## config.mk

```make
export PLATFORM = sky130hd
export DESIGN_NAME = h2pt_ctrl
export DESIGN_NICKNAME = d
export VERILOG_FILES = /design/src/design/h2pt_pkg.sv /design/src/design/h2pt_ctrl.sv
export SDC_FILE = /design/constraint.sdc
export NUM_CORES = 1
export LEC_CHECK = 0
export BUFFER_PORTS_ARGS = -buffer_cell sky130_fd_sc_hd__buf_2
export CAP_MARGIN = 10
export CORE_MARGIN = 5
export CORE_UTILIZATION = 27
export CTS_CLUSTER_DIAMETER = 100
export CTS_CLUSTER_SIZE = 8
export DETAILED_ROUTE_END_ITERATION = 8
export PLACE_DENSITY = 0.49
export SLEW_MARGIN = 20
export SYNTH_ARGS = -nofsm -noshare
export SYNTH_HDL_FRONTEND = slang
export SYNTH_SLANG_ARGS = --single-unit
```

## constraint.sdc

```tcl
create_clock -name clock -period 5.55 [get_ports clock]
set_clock_uncertainty 0.15 [all_clocks]
set_input_delay 1.11 -clock clock [delete_from_list [all_inputs] [get_ports clock]]
set_output_delay 1.11 -clock clock [all_outputs]
set_load 0.005 [all_outputs]
```

## src/design/h2pt_pkg.sv

```systemverilog
// h2pt_pkg: shared types, codes and constants of the homogeneous 2-d point transform unit
// used by the controller, the datapath, the top level and the checker; no dependencies

package h2pt_pkg;

   localparam int CoefCount = 9;

   localparam logic [1:0] CMD_IDENTITY  = 2'd0;
   localparam logic [1:0] CMD_COMPOSE   = 2'd1;
   localparam logic [1:0] CMD_TRANSFORM = 2'd2;

   localparam logic [1:0] STATUS_OK    = 2'd0;
   localparam logic [1:0] STATUS_WZERO = 2'd1;
   localparam logic [1:0] STATUS_SAT   = 2'd2;

   localparam logic signed [31:0] Q_MAX = 32'sh7FFF_FFFF;
   localparam logic signed [31:0] Q_MIN = 32'sh8000_0000;

   // second multiplier operand select: operand coefficients 0..8, then these
   localparam logic [3:0] BSEL_PX  = 4'd9;
   localparam logic [3:0] BSEL_PY  = 4'd10;
   localparam logic [3:0] BSEL_ONE = 4'd11;

   typedef struct packed {
      logic [1:0]         command;
      logic signed [31:0] coef_00;
      logic signed [31:0] coef_01;
      logic signed [31:0] coef_02;
      logic signed [31:0] coef_10;
      logic signed [31:0] coef_11;
      logic signed [31:0] coef_12;
      logic signed [31:0] coef_20;
      logic signed [31:0] coef_21;
      logic signed [31:0] coef_22;
      logic signed [31:0] point_x;
      logic signed [31:0] point_y;
   } req_type;

   typedef struct packed {
      logic signed [31:0] out_x;
      logic signed [31:0] out_y;
      logic [1:0]         status;
   } rsp_type;

   typedef enum logic [2:0] {
      ST_IDLE,
      ST_MAC,
      ST_COMMIT,
      ST_DIV,
      ST_OUT
   } state_type;

   typedef struct packed {
      logic       capture;
      logic       ident;
      logic       acc_clr;
      logic       acc_add;
      logic       fin_compose;
      logic       fin_xform;
      logic [3:0] dst;
      logic [3:0] a_idx;
      logic [3:0] b_sel;
      logic       commit;
      logic       div_start;
      logic       div_step;
      logic       rsp_load;
   } ctrl_type;

endpackage

```

## src/design/h2pt_ctrl.sv

```systemverilog
// h2pt_ctrl: sequencer of the point transform unit; drives the datapath by command struct
// depends on h2pt_pkg

module h2pt_ctrl (
   input  logic              clock,
   input  logic              reset,
   input  logic              req_valid,
   output logic              req_stall,
   input  logic [1:0]        req_command,
   output logic              rsp_valid,
   input  logic              rsp_stall,
   output h2pt_pkg::ctrl_type ctrl
);

   h2pt_pkg::state_type state_ff, state_in;
   logic [2:0] ph_ff, ph_in;
   logic [1:0] col_ff, col_in;
   logic [1:0] row_ff, row_in;
   logic [5:0] dcnt_ff, dcnt_in;
   logic       xform_ff, xform_in;
   logic       rsp_valid_ff, rsp_valid_in;

   logic accept;
   logic mac_done;
   logic out_free;

   assign accept   = req_valid && !req_stall;
   assign mac_done = (ph_ff == 3'd4) && (col_ff == 2'd2) && (xform_ff || row_ff == 2'd2);
   assign out_free = !rsp_valid_ff || !rsp_stall;

   // next state
   always_comb begin
      state_in = state_ff;
      case (state_ff)
         h2pt_pkg::ST_IDLE: begin
            if (accept && (req_command == h2pt_pkg::CMD_COMPOSE ||
                           req_command == h2pt_pkg::CMD_TRANSFORM)) begin
               state_in = h2pt_pkg::ST_MAC;
            end
         end
         h2pt_pkg::ST_MAC: begin
            if (mac_done) begin
               state_in = xform_ff ? h2pt_pkg::ST_DIV : h2pt_pkg::ST_COMMIT;
            end
         end
         h2pt_pkg::ST_COMMIT: begin
            state_in = h2pt_pkg::ST_IDLE;
         end
         h2pt_pkg::ST_DIV: begin
            if (dcnt_ff == 6'd32) begin
               state_in = h2pt_pkg::ST_OUT;
            end
         end
         h2pt_pkg::ST_OUT: begin
            if (out_free) begin
               state_in = h2pt_pkg::ST_IDLE;
            end
         end
         default: state_in = h2pt_pkg::ST_IDLE;
      endcase
   end

   // counters
   always_comb begin
      ph_in    = ph_ff;
      col_in   = col_ff;
      row_in   = row_ff;
      dcnt_in  = dcnt_ff;
      xform_in = xform_ff;
      case (state_ff)
         h2pt_pkg::ST_IDLE: begin
            ph_in   = 3'd0;
            col_in  = 2'd0;
            row_in  = 2'd0;
            dcnt_in = 6'd0;
            if (accept) begin
               xform_in = (req_command == h2pt_pkg::CMD_TRANSFORM);
            end
         end
         h2pt_pkg::ST_MAC: begin
            if (ph_ff == 3'd4) begin
               ph_in = 3'd0;
               if (col_ff == 2'd2) begin
                  col_in = 2'd0;
                  row_in = row_ff + 2'd1;
               end else begin
                  col_in = col_ff + 2'd1;
               end
            end else begin
               ph_in = ph_ff + 3'd1;
            end
         end
         h2pt_pkg::ST_DIV: begin
            dcnt_in = dcnt_ff + 6'd1;
         end
         default: ;
      endcase
   end

   // outputs
   always_comb begin
      ctrl      = '0;
      req_stall = (state_ff != h2pt_pkg::ST_IDLE);
      case (state_ff)
         h2pt_pkg::ST_IDLE: begin
            if (accept) begin
               ctrl.capture = 1'b1;
               ctrl.ident   = (req_command == h2pt_pkg::CMD_IDENTITY);
            end
         end
         h2pt_pkg::ST_MAC: begin
            ctrl.acc_clr = (ph_ff == 3'd0);
            ctrl.acc_add = (ph_ff != 3'd0) && (ph_ff != 3'd4);
            if (xform_ff) begin
               ctrl.a_idx = 4'({1'b0, ph_ff} * 4'd3) + 4'(col_ff);
               case (ph_ff)
                  3'd0:    ctrl.b_sel = h2pt_pkg::BSEL_PX;
                  3'd1:    ctrl.b_sel = h2pt_pkg::BSEL_PY;
                  default: ctrl.b_sel = h2pt_pkg::BSEL_ONE;
               endcase
               ctrl.dst       = 4'(col_ff);
               ctrl.fin_xform = (ph_ff == 3'd4);
            end else begin
               ctrl.a_idx = 4'({2'b0, row_ff} * 4'd3) + 4'(ph_ff);
               ctrl.b_sel = 4'({1'b0, ph_ff} * 4'd3) + 4'(col_ff);
               ctrl.dst   = 4'({2'b0, row_ff} * 4'd3) + 4'(col_ff);
               ctrl.fin_compose = (ph_ff == 3'd4);
            end
         end
         h2pt_pkg::ST_COMMIT: begin
            ctrl.commit = 1'b1;
         end
         h2pt_pkg::ST_DIV: begin
            ctrl.div_start = (dcnt_ff == 6'd0);
            ctrl.div_step  = (dcnt_ff != 6'd0);
         end
         h2pt_pkg::ST_OUT: begin
            ctrl.rsp_load = out_free;
         end
         default: ;
      endcase
   end

   assign rsp_valid_in = ctrl.rsp_load || (rsp_valid_ff && rsp_stall);
   assign rsp_valid    = rsp_valid_ff;

   always_ff @(posedge clock) begin
      if (reset) begin
         state_ff     <= h2pt_pkg::ST_IDLE;
         ph_ff        <= 3'd0;
         col_ff       <= 2'd0;
         row_ff       <= 2'd0;
         dcnt_ff      <= 6'd0;
         xform_ff     <= 1'b0;
         rsp_valid_ff <= 1'b0;
      end else begin
         state_ff     <= state_in;
         ph_ff        <= ph_in;
         col_ff       <= col_in;
         row_ff       <= row_in;
         dcnt_ff      <= dcnt_in;
         xform_ff     <= xform_in;
         rsp_valid_ff <= rsp_valid_in;
      end
   end

endmodule

```

---- Yosys cells after proc, flatten, opt, wreduce, memory -nomap -nowiden ----
Cells that the tools add are included.
word-level totals
  flip-flop bits (word level) ............. 18
  input port bits ......................... 6
  output and inout bits ................... 24
  logic and storage cells ................. 85
cells by class
  $add $sub $neg .......................... 7
  multipliers ............................. 2
  eq/ne operators ......................... 18
  muxes and demuxes ....................... 25
  reduce and logical (&&, ||, !) cells .... 26
operators by type and width
  cell                   number
  $mux W16               1
  $mux W3                5
  $mux W2                7
  $mux W12               1
  $ne A2 B2 Y1 const B   6
  $pmux W2 S2            3
  $pmux W3 S4            1
  $pmux W6 S2            1
  $add A4 B2 Y4          2
  $add A6 B1 Y6 const B  1
  $eq A2 B2 Y1 const B   3
  $eq A3 B1 Y1 const B   2
  $eq A3 B2 Y1 const B   2
  $eq A3 B3 Y1 const B   2
  $eq A6 B6 Y1 const B   1
  $logic_and A1 B1 Y1    6
  $logic_not A3 Y1       2
  $logic_not A6 Y1       1
  $pmux W3 S2            1
  $reduce_bool A3 Y1     2
  $reduce_bool A6 Y1     1
  $mux W1                5
  $add A2 B1 Y2 const B  2
  $add A4 B3 Y4          1
  other kinds (12)       19

---- Logic depth before layout (Yosys ltp) ----
Gate-level depths: netlist (run 1).
  word-level depth ........................ 6
  mapped depth ............................ 8
  depth with buffers taken out ............ 8

---- Worst setup path after synthesis (run 1) ----
OpenSTA, ideal clock, no wires.
  path kind ............................... register to output
  start point ............................. reg row_ff[0]
  end point ............................... out ctrl[11] (netlist name)
  arrival time ............................ 2025 ps
  data required time ...................... 4290 ps
  setup slack ............................. 2265 ps
  stages on the path, launching flop included .. 9
  path buffers ............................ 0
  cells stage by stage .................... dfxtp_1 inv_1 ha_1 inv_1 ha_1 a21o_1 a21oi_1 mux2_2 a211oi_1
RTL lines
  what                      line              RTL
  start: declaration        h2pt_ctrl.sv:18   logic [1:0] row_ff, row_in;
  start signal: assignment  h2pt_ctrl.sv:160  row_ff <= row_in;
  end: declaration          h2pt_ctrl.sv:12   output h2pt_pkg::ctrl_type ctrl

==> results.yml, run 1 <==
logic_synthesis:
  yosys.area.top_type_share_pct: 23.41
  syn_nets: 219
  avgSynthCellArea_um2: 8.057
  synth_top_cells_by_area: "dfxtp_1 23%, ha_1 15%, a21oi_1 6.5%"
  ys_ff_latch: 18
  synth_warnings: 0
  syn_inst: 191
  async_flop_share_pct: 0
  yosysSeqAreaShare_pct: 23.41
  yosys.cell_types.count: 39
  synth_area_um2: 1539
  synth-main-ff-cell: "dfxtp_1"
  yosys.area.top_type: "dfxtp_1"
  synth-edff-count: 0
clock_tree:
  cts_tree: "built"
  clockBufferDepth: 2
  clock_latency_ns: 0.25
  cts.sinks: 18
  htreeDepth: 1
  clkTransAtPathRegs_ns: 0.07
  clock-root-buffer: "clkbuf_8"
  ctsHoldBuffers: 0
  post-cts-setup-buffers: 0
  cts_buffers: 3
  cts_resized: 0
floorplan:
  die_h_um: 85.50
  fp-row-count: 27
  die-area_um2: 7309
  initial_utilization_pct: 27.95
  die_w_um: 85.50
  core_area_um2: 5507
  ios: 30
timing:
  relSlewSlack_pct: 52.18
  period_share_pct: 68.57
  period_minus_slack_ns: 3.806
  tns_ns: 0
  hold_ws_ns: 0.3669
  max_freq_ghz: 0.2628
  tightest_slew_ns: 0.7164
  hold_viol: 0
  rsz0062_at_grt: "false"
  setup_viol: 0
  slew_violations: 0
setup_path:
  startpoint_type: "flip-flop"
  r2r_cells: 4
  r2r-end: "state_ff[2]"
  cp.required_ns: 4.29
  r2r_start: "state_ff[0]"
  path_max_fanout: 7
  arrival_ns: 2.55
  setup.worst_path.class: "reg2out"
  crit_start: "row_ff[0]"
  crit_path_end_kind: "output port"
  cp-endpoint: "ctrl[11]"
  r2r_slack_ns: 3.20
  crit_path_top_delay_cell: "dfxtp_1"
  path_cells: "inv_1 -> ha_1 -> inv_1 -> ha_1 -> a21o_1 -> a21oi_1 -> mux2_2 -> a211oi_1 -> buf_2"
  max_stage_delay_ns: 0.44
layout:
  antennaDiodeCount: 0
  drive_gt1_share_pct: 17.54
  final_util_pct: 31.90
  finalNetCount: 240
  fill_cells: 614
  multi_input_area_um2: 1061
  final_cell_mix: "29 x buf_2, 24 x nor2_1, 20 x a21oi_1"
  seq_area_um2: 360.3
  area_growth_pct: 14.15
  final_common_cell: "buf_2"
route:
  dr.pass1.iters: 4
  wl_um: 3448
  drc_errors: 0
  post_drt_wl_per_cell_um: 12.18
  drt_iter0_drc: 56
  vias: 1318
  antenna_left: 0
  via_per_inst: 4.657
global_route:
  use_met1_pct: 14.70
  grt-ovfl-total: 0
  grt_max_degree: 20
  grt_pass1_wl_um: 6216
  grt-busiest-layer: "met2"
  grt_use_met2_pct: 15.04
  global_route.usage.total_pct: 9.835
  antenna_found_initial: 0
  grt_pass1_vias: 1242
  grt_util_met3_pct: 1.729
power:
  vdd_ir_drop_max_uv: 151.1
  p_leak_nw: 0.7913
  power.density_nw_per_um2: 262.6
min_path:
  min_path_type: "reg2reg"
run_status:
  outcome: "complete, no violations"
place:
  hpwl_um: 2643
  portBuffers: 29
  gp_congestion: 0.7445
flow_run:
  max-cap-violations: 0
## where the power goes
part	total (W)	switching [W]	internal, W	leakage (nW)
Combinational	0.000185	0.000107	0.0000778	0.617
Sequential	0.000171	0.0000312	0.000140	0.146
Clock	0.000106	0.0000430	0.0000629	0.0288
Total	0.000461	0.000181	0.000280	0.791
## cell families after synthesis
group	Yosys count	share of synthesized area (%)
AOI/OAI and AO/OA	36	14.64
xor gates and xnor gates	4	2.277
adders and majority gates	22	19.84
buffers and inverters	25	7.642
DFF	18	23.41
muxes	8	5.447
and+or+nand+nor	78	26.75
## worst max-delay path, delay by kind of cell, from the launching register on
kind	cells	cell delay, ns
multiplexers	1	0.35
buffers and inverters	3	0.40
flip-flops	1	0.44
AO/OA/AOI/OAI	3	0.52
adder cells (fa/ha/maj)	2	0.57
## area by class of cell
class	instances	share of cell area, %
multi-input cells	148	60.40
flip-flops and latches	18	20.51
repair buffers	29	8.262
well taps	72	5.128
clock buffers	4	3.134
inverters	12	2.564
## sequential cells by signal, summed over array words and instances, names as in the netlist
register and cells:
col_ff 2, dcnt_ff 6, ph_ff 3, row_ff 2, rsp_valid 1, state_ff 3, xform_ff 1
## layer usage
metal / part of all wire (%) / vias up
met5: 0 / -
met4: 0.49 / 0
met3: 5.7 / 2
met2: 42 / 29
met1: 52 / 578
li1: - / 709
## synth_stat cells, types with 5 or more instances
| library cell | number |
|---|---|
| a21oi_1 | 20 |
| clkbuf_1 | 7 |
| dfxtp_1 | 18 |
| ha_1 | 18 |
| inv_1 | 12 |
| mux2i_1 | 5 |
| nand2_1 | 13 |
| nor2_1 | 24 |
| nor3_1 | 10 |
| nor3b_1 | 6 |
## metrics by stage
stage	power [W]	cells	setup slack, ns	area (um^2)
floorplan	0.0003172	191	2.265	1539
global placement	0.0003634	279	2.039	1702
detailed placement	0.0003608	279	2.005	1702
CTS	0.0004681	283	1.721	1757
global route	0.0005041	283	1.528	1757
finish	0.0004613	283	1.744	1757
## worst min path at each step
stage               slack, ns  cells after the start       from   endpoint
floorplan                0.33                      2  row_ff[1]  row_ff[1]
finish                   0.37                      2  rsp_valid  rsp_valid
global route             0.40                      2  rsp_valid  rsp_valid
global placement         0.35                      2  row_ff[1]  row_ff[1]
CTS                      0.37                      2  rsp_valid  rsp_valid
detailed placement       0.35                      2  rsp_valid  rsp_valid
No activity file was read; power rests on OpenSTA's default activity.
==> run 2: changes to the inputs <==
- clock period: 5.55 -> 3.82 ns (I/O delays scaled with it)
==> run 2 against run 1 <==
Sequential power rose by 46%; count of clock-buffer cells in the layout stayed put; design area unchanged; die area stayed put; sequential share of layout area unchanged; global-route usage shrank 0.16 points; hold slack worse by 0.00096 ns; via count stayed put; critical path depth unchanged; clock power increased by 44%; final cell count unchanged; combinational power rose by 45%.
==> results.yml, run 2 (synthesized netlist as in run 1, its figures left out) <==
timing:
  hold_viol: 0
  period_minus_slack_ns: 3.424
  slew_violations: 0
  setup_viol: 0
  relSlewSlack_pct: 50.30
  hold_ws_ns: 0.3659
  tightest_slew_ns: 0.7445
  tns_ns: 0
  max_freq_ghz: 0.2921
  period_share_pct: 89.63
  rsz0062_at_grt: "false"
clock_tree:
  cts.sinks: 18
  cts_tree: "built"
  cts_buffers: 3
  clock_latency_ns: 0.25
  post-cts-setup-buffers: 0
  clock-root-buffer: "clkbuf_8"
  cts_resized: 0
  ctsHoldBuffers: 0
  clockBufferDepth: 2
  clkTransAtPathRegs_ns: 0.07
  htreeDepth: 1
setup_path:
  max_stage_delay_ns: 0.44
  path_cells: "inv_1 -> ha_1 -> inv_1 -> ha_1 -> a21o_1 -> a21oi_1 -> mux2_2 -> a211oi_1 -> buf_2"
  crit_path_top_delay_cell: "dfxtp_1"
  cp.buffers_inverters: 3
  arrival_ns: 2.51
  path_max_fanout: 7
  setup.worst_path.class: "reg2out"
  crit_path_end_kind: "output port"
  startpoint_type: "flip-flop"
  cp.required_ns: 2.91
  path_delay_family: "adder cells"
route:
  antenna_left: 0
  via_per_inst: 4.657
  post_drt_wl_per_cell_um: 12.16
  drt_iter0_drc: 41
  dr.pass1.iters: 5
  drc_errors: 0
  wl_um: 3440
  vias: 1318
floorplan:
  initial_utilization_pct: 27.95
  fp-row-count: 27
  die_h_um: 85.50
  core_area_um2: 5507
  die_w_um: 85.50
  ios: 30
  die-area_um2: 7309
flow_run:
  max-cap-violations: 0
layout:
  final_cell_mix: "29 x buf_2, 24 x nor2_1, 20 x a21oi_1"
  largest_reg_flops: 6
  finalNetCount: 240
  area_growth_pct: 14.15
  top_regs: "dcnt_ff x6, ph_ff x3, state_ff x3"
  largest_register: "dcnt_ff"
  antennaDiodeCount: 0
  final_common_cell: "buf_2"
  drive_gt1_share_pct: 17.54
min_path:
  min_path_type: "reg2reg"
global_route:
  grt_pass1_wl_um: 6023
  global_route.usage.total_pct: 9.672
  grt_pass1_vias: 1274
  grt_max_degree: 20
  grt-ovfl-total: 0
  antenna_found_initial: 0
place:
  gp_congestion: 0.7449
  portBuffers: 29
  hpwl_um: 2620
run_status:
  outcome: "complete, no violations"
power:
  combPwrFrac_pct: 40.0
  swShare_pct: 39.13
  pwr-share-seq_pct: 37.1
  clkPwrFrac_pct: 22.8
  power_switching_w: 0.0002620
  vdd_ir_drop_max_uv: 181.4
  p_int_w: 0.0004076
  total_power_w: 0.0006696
  power.density_nw_per_um2: 381.2
  p_leak_nw: 0.7913
## run 2: cell counts in the layout (fill, tap and decap cells not counted)
Identical to the previous run, type by type.
## run 2: power groups by stage
stage	Clock, W	Combinational, W	Sequential [W]
final	0.000153	0.000268	0.000249
after global routing	0.000173	0.000307	0.000256
after CTS	0.000159	0.000275	0.000248
after detailed placement	0	0.000274	0.000252
after global placement	0	0.000274	0.000254
after floorplan	0	0.000242	0.000219
## run 2: per-layer routing
metal / vias to the layer above / GRT usage [%] / wire, um
met5: - / 0 / 0
met4: 0 / 3.022 / 17
met3: 2 / 1.825 / 189
met2: 25 / 15.25 / 1486
met1: 591 / 13.29 / 1747
li1: 700 / - / -
## run 2: worst paths after layout
path                 endpoint  slack, ns  cells after the start        start
setup / recovery     ctrl[11]       0.40                      9    row_ff[0]
hold / removal      rsp_valid       0.37                      2    rsp_valid
setup reg to reg  state_ff[2]       1.47                      4  state_ff[0]
hold reg to reg     rsp_valid       0.37                      2    rsp_valid
## run 2: per-stage QoR
step / utilization (%) / instance area [um^2] / instances / setup WS, ns
after global routing: 31.90 / 1757 / 283 / 0.1429
after global placement: 30.90 / 1702 / 279 / 0.6552
after detailed placement: 30.90 / 1702 / 279 / 0.6559
final: 31.90 / 1757 / 283 / 0.3963
after floorplan: - / 1539 / 191 / 0.8813
after CTS: 31.90 / 1757 / 283 / 0.3680
## run 2: cell type report
| type | count | area (um^2) |
|---|---|---|
| sequential | 18 | 360.3 |
| inverter | 12 | 45.04 |
| tap | 72 | 90.09 |
| multi-input combinational | 148 | 1061 |
| clock buffer | 4 | 55.05 |
| timing repair buffer | 29 | 145.1 |
| fill | 608 | 3750 |
## run 2: tightest hold or removal path: cells and delay by family, from the launching register on
kind,cells,cell delay (ns)
simple gates,1,0.09
compound gates,1,0.06
flops,1,0.32
==> run 3: changes to the inputs <==
--- a/config.mk
+++ b/config.mk
@@ -14,5 +14,5 @@
 export DETAILED_ROUTE_END_ITERATION = 8
 export PLACE_DENSITY = 0.49
-export SLEW_MARGIN = 20
+export SLEW_MARGIN = 10
 export SYNTH_ARGS = -nofsm -noshare
 export SYNTH_HDL_FRONTEND = slang
==> constraint.sdc (replaced) <==
create_clock -name clock -period 3.82 [get_ports clock]
set_clock_uncertainty 0.15 [all_clocks]
set_input_delay 0.382 -clock clock [delete_from_list [all_inputs] [get_ports clock]]
set_output_delay 0.382 -clock clock [all_outputs]
set_load 0.005 [all_outputs]
==> run 3 against run 2 <==
Sequential cell count unchanged; wire length up 0.15%; design area unchanged; sequential share of layout area unchanged; non-clock buffer count unchanged; global-route usage up 0.22 points; fmax up 12%; count of clock-buffer cells in the layout unchanged; final cell count unchanged; via count up 0.83%; combinational power about the same; critical path depth unchanged.
==> results.yml, run 3 (synthesized netlist as in run 1, its figures left out) <==
min_path:
  min_from: "rsp_stall"
  hold_depth: 3
  whs_endpoint: "rsp_valid"
  min_path_type: "in2reg"
floorplan:
  die_h_um: 85.50
  initial_utilization_pct: 27.95
  die_w_um: 85.50
  fp-row-count: 27
  ios: 30
  die-area_um2: 7309
  core_area_um2: 5507
clock_tree:
  cts_resized: 0
  htreeDepth: 1
  clkTransAtPathRegs_ns: 0.06
  cts.sinks: 18
  post-cts-setup-buffers: 0
  cts_buffers: 3
  cts_tree: "built"
  clockBufferDepth: 2
  clock-root-buffer: "clkbuf_8"
  ctsHoldBuffers: 0
  clock_latency_ns: 0.25
timing:
  worst_slack_ns: 0.7516
  max_freq_ghz: 0.3259
  rsz0062_at_grt: "false"
  relSlewSlack_pct: 50.96
  tightest_slew_ns: 0.7346
  setup_viol: 0
  period_share_pct: 80.32
  period_minus_slack_ns: 3.068
  hold_viol: 0
  slew_violations: 0
  tns_ns: 0
layout:
  antennaDiodeCount: 0
  largest_register: "dcnt_ff"
  seq_area_um2: 360.3
  final_common_cell: "buf_2"
  largest_reg_flops: 6
  finalNetCount: 240
  multi_input_area_um2: 1061
  fin_area_um2: 1757
  area_growth_pct: 14.15
  fill_cells: 614
  final_cell_mix: "29 x buf_2, 24 x nor2_1, 20 x a21oi_1"
  drive_gt1_share_pct: 17.54
  top_regs: "dcnt_ff x6, ph_ff x3, state_ff x3"
setup_path:
  cp.required_ns: 3.29
  startpoint_type: "flip-flop"
  r2r_slack_ns: 1.46
  setup.worst_path.class: "reg2out"
  arrival_ns: 2.54
  path_max_fanout: 7
  r2r_start: "state_ff[0]"
  r2r_cells: 4
  r2r-end: "state_ff[2]"
  crit_path_end_kind: "output port"
route:
  wl_um: 3445
  dr.pass1.iters: 4
  antenna_left: 0
  vias: 1329
  post_drt_wl_per_cell_um: 12.17
  via_per_inst: 4.696
  drc_errors: 0
  drt_iter0_drc: 56
place:
  dp_slack_ns: 1.012
  hpwl_um: 2636
  placed_cell_area_um2: 1702
  portBuffers: 29
  gp_congestion: 0.7448
power:
  vdd_ir_drop_max_uv: 195.2
  power.density_nw_per_um2: 380.2
  p_leak_nw: 0.7913
global_route:
  grt_pass1_vias: 1299
  antenna_found_initial: 0
  grt_pass1_wl_um: 6154
  grt_max_degree: 20
  grt-ovfl-total: 0
  global_route.usage.total_pct: 9.894
run_status:
  outcome: "complete, no violations"
flow_run:
  max-cap-violations: 0
-- run 3: cell counts in the layout (fill, tap and decap cells not counted) --
Identical to the previous run, type by type.
-- run 3: worst max-delay path: stages (launching register included) --
cell      delay (ns)
dfxtp_1         0.45
inv_1           0.10
ha_1            0.31
inv_1           0.16
ha_1            0.26
a21o_1          0.15
a21oi_1         0.16
mux2_2          0.34
a211oi_1        0.20
buf_2           0.15
-- run 3: metrics by stage --
stage	utilization (%)	std cells	hold slack, ns	total power (W)
after global routing	31.90	283	0.2652	0.0007387
final	31.90	283	0.2707	0.0006678
after CTS	31.90	283	0.2579	0.0006825
after global placement	30.90	279	0.3524	0.0005279
after detailed placement	30.90	279	0.3527	0.0005254
after floorplan	-	191	0.3303	0.0004609
-- run 3: where the power goes --
group          internal [W]  switching, W
registers          0.000203     0.0000469
logic              0.000113      0.000153
clock network     0.0000913     0.0000603
total              0.000408      0.000260
-- run 3: final cells by class --
| type | instances | area share, % |
|---|---|---|
| multi-input combinational | 148 | 60.40 |
| sequential | 18 | 20.51 |
| timing repair buffer | 29 | 8.262 |
| tap | 72 | 5.128 |
| clock buffer | 4 | 3.134 |
| inverter | 12 | 2.564 |
-- run 3: worst max path at each step --
stage	cells past startpoint	from	slack [ns]	end
after global placement	9	row_ff[0]	1.04	ctrl[11]
after floorplan	8	row_ff[0]	1.26	ctrl[11]
after global routing	9	row_ff[0]	0.54	ctrl[11]
after CTS	9	row_ff[0]	0.73	ctrl[11]
final	9	row_ff[0]	0.75	ctrl[11]
after detailed placement	9	row_ff[0]	1.01	ctrl[11]
-- run 3: layer usage --
| metal | share of wire, % | GRT usage [%] | up-vias |
|---|---|---|---|
| li1 | - | - | 701 |
| met1 | 50 | 13.89 | 599 |
| met2 | 44 | 15.61 | 27 |
| met3 | 5.3 | 2.017 | 2 |
| met4 | 0.49 | 2.158 | 0 |
| met5 | 0 | 0 | - |
